### config.mk
export PLATFORM = sky130hd
export DESIGN_NAME = uri_percent_decoder_core
export DESIGN_NICKNAME = d
export VERILOG_FILES = /design/src/rtl/upd_pkg.sv /design/src/rtl/uri_percent_decoder_core.sv /design/src/rtl/upd_front.sv /design/src/rtl/upd_queue.sv /design/src/rtl/upd_back.sv
export SDC_FILE = /design/constraint.sdc
export NUM_CORES = 1
export LEC_CHECK = 0
export CORE_MARGIN = 3
export CORE_UTILIZATION = 60
export CTS_CLUSTER_DIAMETER = 30
export DETAILED_ROUTE_END_ITERATION = 7
export DONT_BUFFER_PORTS = 1
export PLACE_DENSITY_LB_ADDON = 0.3
export SLEW_MARGIN = 20
export SYNTH_ARGS = -nofsm -noshare
export SYNTH_HDL_FRONTEND = slang
export SYNTH_SLANG_ARGS = --single-unit
export TNS_END_PERCENT = 50
### constraint.sdc
create_clock -name clk -period 4.12 [get_ports clk]
set_input_delay 0.618 -clock clk [delete_from_list [all_inputs] [get_ports clk]]
set_output_delay 0.618 -clock clk [all_outputs]
set_load 0.05 [all_outputs]
### src/rtl/upd_pkg.sv
// shared types, character constants and hex helper for the uri percent decoder
package upd_pkg;

  // default depth of the queue between front and back
  localparam int unsigned QueueDepthDef = 2;

  // character codes
  localparam logic [7:0] CH_PCT   = 8'h25;
  localparam logic [7:0] CH_QMARK = 8'h3f;
  localparam logic [7:0] CH_ZERO  = 8'h30;
  localparam logic [7:0] CH_NINE  = 8'h39;
  localparam logic [7:0] CH_LC_A  = 8'h61;
  localparam logic [7:0] CH_LC_F  = 8'h66;
  localparam logic [7:0] CH_CASE  = 8'h20;
  localparam logic [7:0] CH_DEL   = 8'h7f;

  // decode mode bits
  localparam int unsigned MODE_URI_BIT   = 0;
  localparam int unsigned MODE_REDIR_BIT = 1;

  // one queued command: a single result, or a three-byte re-escape
  typedef struct packed {
    logic       has_byte;
    logic [7:0] val;
    logic       stop;
    logic       triple;
    logic [7:0] dig1;
    logic [7:0] dig2;
    logic       last;
  } cmd_t;

  // one result item
  typedef struct packed {
    logic       has_byte;
    logic [7:0] out_byte;
    logic       run_last;
    logic       string_last;
    logic       stopped_here;
  } res_t;

  // hex digit value, bit 4 set when the byte is no hex digit
  function automatic logic [4:0] hex_val(input logic [7:0] b);
    logic [7:0] lc;
    logic [7:0] d;
    lc = b | CH_CASE;
    if (b >= CH_ZERO && b <= CH_NINE) begin
      d = b - CH_ZERO;
      hex_val = {1'b0, d[3:0]};
    end else if (lc >= CH_LC_A && lc <= CH_LC_F) begin
      d = lc - CH_LC_A + 8'd10;
      hex_val = {1'b0, d[3:0]};
    end else begin
      hex_val = 5'h10;
    end
  endfunction

endpackage

### src/rtl/uri_percent_decoder_core.sv
// top level of the uri percent decoder
// Decodes a percent-escaped URI string, one byte per input item, into one to
// three result items per byte. The front takes a new byte every cycle while
// the command queue has room and the back emits one result per cycle while
// out_stall is low, so the sustained rate is one byte per cycle for plain
// bytes and escapes; a re-escaped value in redirect mode gives three results
// and once the queue fills the input stalls while they go out. An accepted
// byte passes the command queue and the output register before its first
// result. A nonzero decode_mode stops decoding at '?' and bit 1 re-escapes
// unsafe decoded values; write it only while the block is idle.
module uri_percent_decoder_core
  import upd_pkg::*;
#(
  parameter int unsigned QUEUE_DEPTH = QueueDepthDef
) (
  input  logic       clk,
  input  logic       rst_n,
  input  logic       cfg_wr_en,
  input  logic [1:0] cfg_wr_data,
  input  logic       in_valid,
  output logic       in_stall,
  input  logic [7:0] in_byte,
  input  logic       in_is_last,
  output logic       out_valid,
  input  logic       out_stall,
  output logic       out_has_byte,
  output logic [7:0] out_byte,
  output logic       out_run_last,
  output logic       out_string_last,
  output logic       out_stopped_here
);

  logic q_full, q_push, q_pop, q_head_valid;
  cmd_t q_data, q_head;
  res_t res;

  upd_front u_front (
    .clk         (clk),
    .rst_n       (rst_n),
    .cfg_wr_en   (cfg_wr_en),
    .cfg_wr_data (cfg_wr_data),
    .in_valid    (in_valid),
    .in_stall    (in_stall),
    .in_byte     (in_byte),
    .in_is_last  (in_is_last),
    .q_full      (q_full),
    .q_push      (q_push),
    .q_data      (q_data)
  );

  upd_queue #(
    .DEPTH (QUEUE_DEPTH)
  ) u_queue (
    .clk        (clk),
    .rst_n      (rst_n),
    .push       (q_push),
    .push_data  (q_data),
    .full       (q_full),
    .pop        (q_pop),
    .head       (q_head),
    .head_valid (q_head_valid)
  );

  upd_back u_back (
    .clk        (clk),
    .rst_n      (rst_n),
    .head       (q_head),
    .head_valid (q_head_valid),
    .pop        (q_pop),
    .out_valid  (out_valid),
    .out_stall  (out_stall),
    .res        (res)
  );

  assign out_has_byte     = res.has_byte;
  assign out_byte         = res.out_byte;
  assign out_run_last     = res.run_last;
  assign out_string_last  = res.string_last;
  assign out_stopped_here = res.stopped_here;

`ifndef SYNTHESIS
  a_stop_is_qmark: assert property (@(posedge clk) disable iff (!rst_n)
    out_valid && out_stopped_here |->
      out_has_byte && out_byte == CH_QMARK && out_run_last)
    else $error("stop marker on a result other than a final question mark");
  a_empty_is_zero: assert property (@(posedge clk) disable iff (!rst_n)
    out_valid && !out_has_byte |-> out_byte == 8'h00 && out_run_last)
    else $error("empty result carries data or is not final");
`endif

endmodule

### src/rtl/upd_front.sv
// front part: accepts bytes, tracks escape phase and builds commands
module upd_front
  import upd_pkg::*;
(
  input  logic       clk,
  input  logic       rst_n,
  input  logic       cfg_wr_en,
  input  logic [1:0] cfg_wr_data,
  input  logic       in_valid,
  output logic       in_stall,
  input  logic [7:0] in_byte,
  input  logic       in_is_last,
  input  logic       q_full,
  output logic       q_push,
  output cmd_t       q_data
);

  localparam logic [1:0] PH_PLAIN   = 2'd0;
  localparam logic [1:0] PH_QUOTED  = 2'd1;
  localparam logic [1:0] PH_SECOND  = 2'd2;
  localparam logic [1:0] PH_STOPPED = 2'd3;

  logic [1:0] mode_r;
  logic [1:0] phase_r, phase_nxt;
  logic [3:0] nib_r, nib_nxt;
  logic [7:0] dig_r, dig_nxt;

  logic [4:0] hv;
  logic [7:0] ch;
  logic       safe;
  logic       is_dec;
  cmd_t       cmd;

  assign in_stall = q_full;
  assign q_push   = in_valid && !q_full;
  assign q_data   = cmd;

  // classify the byte against the current phase
  always_comb begin
    hv        = hex_val(in_byte);
    ch        = {nib_r, hv[3:0]};
    safe      = (ch > CH_PCT) && (ch < CH_DEL);
    is_dec    = (in_byte >= CH_ZERO) && (in_byte <= CH_NINE);
    phase_nxt = phase_r;
    nib_nxt   = nib_r;
    dig_nxt   = dig_r;
    cmd       = '0;
    cmd.dig1  = dig_r;
    cmd.dig2  = in_byte;
    cmd.last  = in_is_last;
    case (phase_r)
      PH_PLAIN: begin
        if (in_byte == CH_QMARK && mode_r != 2'b00) begin
          cmd.has_byte = 1'b1;
          cmd.val      = in_byte;
          cmd.stop     = 1'b1;
          phase_nxt    = PH_STOPPED;
        end else if (in_byte == CH_PCT) begin
          phase_nxt = PH_QUOTED;
        end else begin
          cmd.has_byte = 1'b1;
          cmd.val      = in_byte;
        end
      end
      PH_QUOTED: begin
        if (!hv[4]) begin
          nib_nxt   = hv[3:0];
          dig_nxt   = in_byte;
          phase_nxt = PH_SECOND;
        end else begin
          phase_nxt    = PH_PLAIN;
          cmd.has_byte = 1'b1;
          cmd.val      = in_byte;
        end
      end
      PH_SECOND: begin
        phase_nxt = PH_PLAIN;
        if (!hv[4]) begin
          if (is_dec) begin
            if (mode_r[MODE_REDIR_BIT] && !safe) begin
              cmd.triple = 1'b1;
            end else begin
              cmd.has_byte = 1'b1;
              cmd.val      = ch;
            end
          end else if (mode_r != 2'b00) begin
            if (ch == CH_QMARK) begin
              cmd.has_byte = 1'b1;
              cmd.val      = ch;
              cmd.stop     = 1'b1;
              phase_nxt    = PH_STOPPED;
            end else if (mode_r[MODE_URI_BIT] || safe) begin
              cmd.has_byte = 1'b1;
              cmd.val      = ch;
            end else begin
              cmd.triple = 1'b1;
            end
          end else begin
            cmd.has_byte = 1'b1;
            cmd.val      = ch;
          end
        end
      end
      default: begin
        // stopped until the end of the string
        phase_nxt = PH_STOPPED;
      end
    endcase
    if (in_is_last) begin
      phase_nxt = PH_PLAIN;
    end
  end

  // mode register and escape state
  always_ff @(posedge clk) begin
    if (!rst_n) begin
      mode_r  <= 2'b01;
      phase_r <= PH_PLAIN;
      nib_r   <= '0;
      dig_r   <= '0;
    end else begin
      if (cfg_wr_en) begin
        mode_r <= cfg_wr_data;
      end
      if (q_push) begin
        phase_r <= phase_nxt;
        nib_r   <= nib_nxt;
        dig_r   <= dig_nxt;
      end
    end
  end

endmodule

### src/rtl/upd_queue.sv
// small command queue between front and back
module upd_queue
  import upd_pkg::*;
#(
  parameter int unsigned DEPTH = QueueDepthDef
) (
  input  logic clk,
  input  logic rst_n,
  input  logic push,
  input  cmd_t push_data,
  output logic full,
  input  logic pop,
  output cmd_t head,
  output logic head_valid
);

  localparam int unsigned PW = (DEPTH > 1) ? $clog2(DEPTH) : 1;
  localparam int unsigned CW = $clog2(DEPTH + 1);

  cmd_t          mem_r [DEPTH];
  logic [PW-1:0] wr_ptr_r, rd_ptr_r;
  logic [CW-1:0] cnt_r;

  assign full       = (cnt_r == CW'(DEPTH));
  assign head_valid = (cnt_r != '0);
  assign head       = mem_r[rd_ptr_r];

  // entry storage
  always_ff @(posedge clk) begin
    if (push) begin
      mem_r[wr_ptr_r] <= push_data;
    end
  end

  // pointers and fill count
  always_ff @(posedge clk) begin
    if (!rst_n) begin
      wr_ptr_r <= '0;
      rd_ptr_r <= '0;
      cnt_r    <= '0;
    end else begin
      if (push) begin
        wr_ptr_r <= (wr_ptr_r == PW'(DEPTH - 1)) ? '0 : wr_ptr_r + 1'b1;
      end
      if (pop) begin
        rd_ptr_r <= (rd_ptr_r == PW'(DEPTH - 1)) ? '0 : rd_ptr_r + 1'b1;
      end
      if (push && !pop) begin
        cnt_r <= cnt_r + 1'b1;
      end else if (pop && !push) begin
        cnt_r <= cnt_r - 1'b1;
      end
    end
  end

`ifndef SYNTHESIS
  a_cnt_bound: assert property (@(posedge clk) disable iff (!rst_n)
    cnt_r <= CW'(DEPTH))
    else $error("queue count above depth");
  a_no_pop_empty: assert property (@(posedge clk) disable iff (!rst_n)
    pop |-> head_valid)
    else $error("pop from empty queue");
`endif

endmodule

### src/rtl/upd_back.sv
// back part: expands commands into result items behind an output register
module upd_back
  import upd_pkg::*;
(
  input  logic clk,
  input  logic rst_n,
  input  cmd_t head,
  input  logic head_valid,
  output logic pop,
  output logic out_valid,
  input  logic out_stall,
  output res_t res
);

  localparam logic [1:0] SEQ_PCT  = 2'd0;
  localparam logic [1:0] SEQ_DIG1 = 2'd1;
  localparam logic [1:0] SEQ_DIG2 = 2'd2;

  logic [1:0] idx_r, idx_nxt;
  logic       valid_r;
  res_t       res_r, res_nxt;
  logic       load, fire;

  assign load      = !valid_r || !out_stall;
  assign fire      = load && head_valid;
  assign pop       = fire && (!head.triple || idx_r == SEQ_DIG2);
  assign out_valid = valid_r;
  assign res       = res_r;

  // select the result for the current position in the command
  always_comb begin
    res_nxt = '0;
    idx_nxt = idx_r;
    if (!head.triple) begin
      res_nxt.has_byte     = head.has_byte;
      res_nxt.out_byte     = head.val;
      res_nxt.run_last     = 1'b1;
      res_nxt.string_last  = head.last;
      res_nxt.stopped_here = head.stop;
      idx_nxt              = SEQ_PCT;
    end else begin
      res_nxt.has_byte = 1'b1;
      case (idx_r)
        SEQ_PCT: begin
          res_nxt.out_byte = CH_PCT;
          idx_nxt          = SEQ_DIG1;
        end
        SEQ_DIG1: begin
          res_nxt.out_byte = head.dig1;
          idx_nxt          = SEQ_DIG2;
        end
        default: begin
          res_nxt.out_byte    = head.dig2;
          res_nxt.run_last    = 1'b1;
          res_nxt.string_last = head.last;
          idx_nxt             = SEQ_PCT;
        end
      endcase
    end
  end

  // output register and sequence position
  always_ff @(posedge clk) begin
    if (!rst_n) begin
      valid_r <= 1'b0;
      idx_r   <= SEQ_PCT;
    end else if (load) begin
      valid_r <= head_valid;
      if (head_valid) begin
        idx_r <= idx_nxt;
      end
    end
  end

  always_ff @(posedge clk) begin
    if (fire) begin
      res_r <= res_nxt;
    end
  end

`ifndef SYNTHESIS
  a_idx_range: assert property (@(posedge clk) disable iff (!rst_n)
    idx_r != 2'd3)
    else $error("re-escape position out of range");
  a_pop_last: assert property (@(posedge clk) disable iff (!rst_n)
    pop |=> out_valid && res.run_last)
    else $error("command retired without a final result");
`endif

endmodule
==> results_dict.tcl <==
set metrics [dict create \
    syn_area_per_cell_um2 13.1 \
    final_area_um2 4380 \
    grt_use_met1 0.301 \
    ys.flop_type "edfxtp_1" \
    ys_warn_count 0 \
    start_util 0.635 \
    critPathMaxFanout 14 \
    ctsResizeCount 0 \
    clk_latency_ns 0.36 \
    p_leak_nw 1.49 \
    worstMarginPinSlew_ns 0.917 \
    crit_family "compound AO/OA/AOI/OAI gates" \
    powerDensity_nw_per_um2 589 \
    hold_violations 0 \
    drtAntennaViolNets 0 \
    hold_depth 1 \
    gp_congestion 0.908 \
    core_um2 6490 \
    synth-edff-count 68 \
    criticalPathCategory "reg2reg" \
    met2_usage 0.339 \
    cp_slowest_stage_delay_ns 0.64 \
    critPathCaptureType "flip-flop" \
    drt-total-wl_mm 7.89 \
    min_period_ns 2.66 \
    worstPathRequired_ns 4.40 \
    grt_pass1_wl_mm 12.6 \
    slew-limit-headroom 0.387 \
    htree_levels 3 \
    cts.path.max_buffers 2 \
    hold_start "rst_n" \
    ys_async_sr_fraction 0 \
    vias_per_cell 6.26 \
    crit_arrival_ns 2.94 \
    skew_ns 0.0131 \
    setup_tns_ns 0 \
    cts_tree "built" \
    run_status "finished clean" \
    fmax_ghz 0.376 \
    io_pins 30 \
    diodes 0 \
    setup_viol 0 \
    wl_per_cell_um 19.8 \
    synth_seq_cells 92 \
    cts-root-buf "clkbuf_8" \
    layout.nets 338 \
    io_buffers 0 \
    netlist_area_um2 4130 \
    grt_busiest_layer "met2" \
    fin_util 0.675 \
    die_h_um 88.9 \
    cts.sinks 92 \
    num_vias 2498 \
    cp_cell_sequence "nand2_1 -> o21ai_0 -> inv_1 -> o21ai_0 -> ha_1 -> or3_1 -> a21oi_1" \
    dpl_cell_area_um2 4160 \
    synth-seq-area-share 0.611 \
    synth_cells 316 \
    clk_pin_slew_ns 0.08 \
    drc 0 \
    hold_class "in2reg" \
    cap_violations 0 \
    grt_max_degree 29 \
    crit_slowest_cell "dfxtp_1" \
    synth_nets 337 \
    worst_ir_drop_vdd_mv 0.405 \
    drt_iter0_markers 171 \
    r2r-start "u_back.out_valid" \
    dr.pass1.iters 5 \
    p_total_mw 2.58 \
    grt_util_met3 0.0535 \
    layout-drive-gt1-share 0.149 \
    fp-row-count 29 \
    critPathMostFrequentCell "o21ai_0" \
    die_w_um 88.9 \
    die_area_um2 7910 \
    synth.distinct_cells 66 \
    cts_buffers 9 \
    slew_violations 0 \
    cts_hold_buf 0 \
    layout-area-overhead-vs-synth_pct 6.22 \
    finalCritPeriodShare 0.646 \
    dp_hpwl_mm 5.29 \
    rr_worst_depth 7 \
    postCtsSetupBuffers 0 \
    startpoint_type "flip-flop" \
    rsz0062_at_grt "no" \
    grt_overflow 0 \
    grt_pass1_vias 2417 \
    track_usage 0.218 \
    antenna_found_initial 0 \
    rrSetupSlack_ns 1.46 \
    hold_end "u_front.mode_r[0]" \
    timing.rr.end "u_queue.cnt_r[1]" \
    worst-path-buf-inv 1 \
]
==> registers in the layout (all words and copies together) (netlist names), named ones only <==
name and cells:
u_queue.cnt_r 2, u_front.dig_r 8, u_front.mode_r 2, u_back.out_valid 1, u_front.nib_r 4, u_queue.rd_ptr_r 1
u_front.phase_r 2, u_back.idx_r 2, u_queue.wr_ptr_r 1, u_queue.mem_r 56, u_back.res 12
==> Yosys cell counts (2+ instances only) <==
cell type	count	area [um^2]
nand4_1	2	12.5
mux2i_1	25	250
a311oi_1	3	26.3
o31ai_1	2	15.0
a21oi_2	2	17.5
a31oi_1	3	18.8
nor3b_1	3	22.5
a221oi_1	3	26.3
nand3_1	6	30.0
ha_1	5	62.6
mux2_2	6	67.6
a21oi_1	17	85.1
edfxtp_1	68	2040
mux4_2	2	45.0
and3_1	2	12.5
dfxtp_1	24	480
o21ai_2	2	17.5
nand2_1	14	52.6
a22oi_1	3	22.5
nor3_1	3	15.0
a22o_1	9	78.8
nor2_1	39	146
buf_6	4	45.0
o21ai_1	2	10.0
and2_1	2	12.5
o21ai_0	7	35.0
clkbuf_1	6	22.5
xor2_1	3	26.3
nor2b_1	5	31.3
inv_1	8	30.0
==> stage by stage <==
step           hold slack, ns  cells  setup slack [ns]
2_1_floorplan           0.417    316              1.51
3_3_place_gp            0.436    383              1.27
3_5_place_dp            0.446    383              1.29
4_1_cts                 0.308    399              1.42
5_1_grt                 0.311    399              1.23
6_report                0.320    399              1.46
==> routing by layer <==
layer | vias up | share of wire
li1 | 1196 | -
met1 | 1211 | 0.46
met2 | 75 | 0.47
met3 | 16 | 0.053
met4 | 0 | 0.017
met5 | - | 0
==> cells by family after synthesis <==
family | count (synthesis) | synth area share
xor gates and xnor gates | 4 | 0.00849
and+or+nand+nor | 94 | 0.129
AOI/OAI and AO/OA | 66 | 0.118
adders and majority gates | 5 | 0.0152
DFF | 92 | 0.611
buffers and inverters | 22 | 0.0303
muxes | 33 | 0.0879
==> where the power goes <==
| group | internal (mW) | switching, mW |
|---|---|---|
| clock | 0.347 | 0.315 |
| sequential | 1.21 | 0.278 |
| combinational | 0.157 | 0.271 |
| total | 1.72 | 0.863 |
==> final cells by class <==
class	instances	area, um^2
inverters	9	33.8
flip-flops and latches	92	2520
fillers	467	2110
multi-input cells	202	1490
clock inverters	6	93.8
clock buffers	10	128
well taps	77	96.3
repair buffers	3	22.5
==> worst max path at each step <==
stage	to	depth (start not counted)	startpoint	slack (ns)
CTS	u_queue.cnt_r[1]	7	u_back.out_valid	1.42
floorplan	u_queue.mem_r[0][0]	3	in_valid	1.51
global route	u_queue.cnt_r[1]	7	u_back.out_valid	1.23
finish	u_queue.cnt_r[1]	7	u_back.out_valid	1.46
global placement	u_queue.mem_r[0][20]	8	in_byte[1]	1.27
detailed placement	u_queue.mem_r[0][20]	8	in_byte[1]	1.29
==> layout by cell type, fill, tap and decap left out, types with 2 or more instances in the layout <==
cell type,synthesis,layout
a21oi_1,17,17
a21oi_2,2,2
a221oi_1,3,3
a22o_1,9,9
a22oi_1,3,3
a311oi_1,3,3
a31oi_1,3,3
and2_1,2,2
and3_1,2,2
buf_4,0,3
bufinv_16,0,2
clkbuf_8,0,9
dfxtp_1,24,24
edfxtp_1,68,68
ha_1,5,5
inv_1,8,8
inv_6,0,2
mux2_2,6,6
mux2i_1,25,25
mux4_2,2,2
nand2_1,14,14
nand3_1,6,6
nand4_1,2,2
nor2_1,39,39
nor2b_1,5,4
nor2b_4,1,2
nor3_1,3,3
nor3b_1,3,3
o21ai_0,7,7
o21ai_1,2,2
o21ai_2,2,2
o31ai_1,2,2
xor2_1,3,3
(Power assumes the default switching activity.)
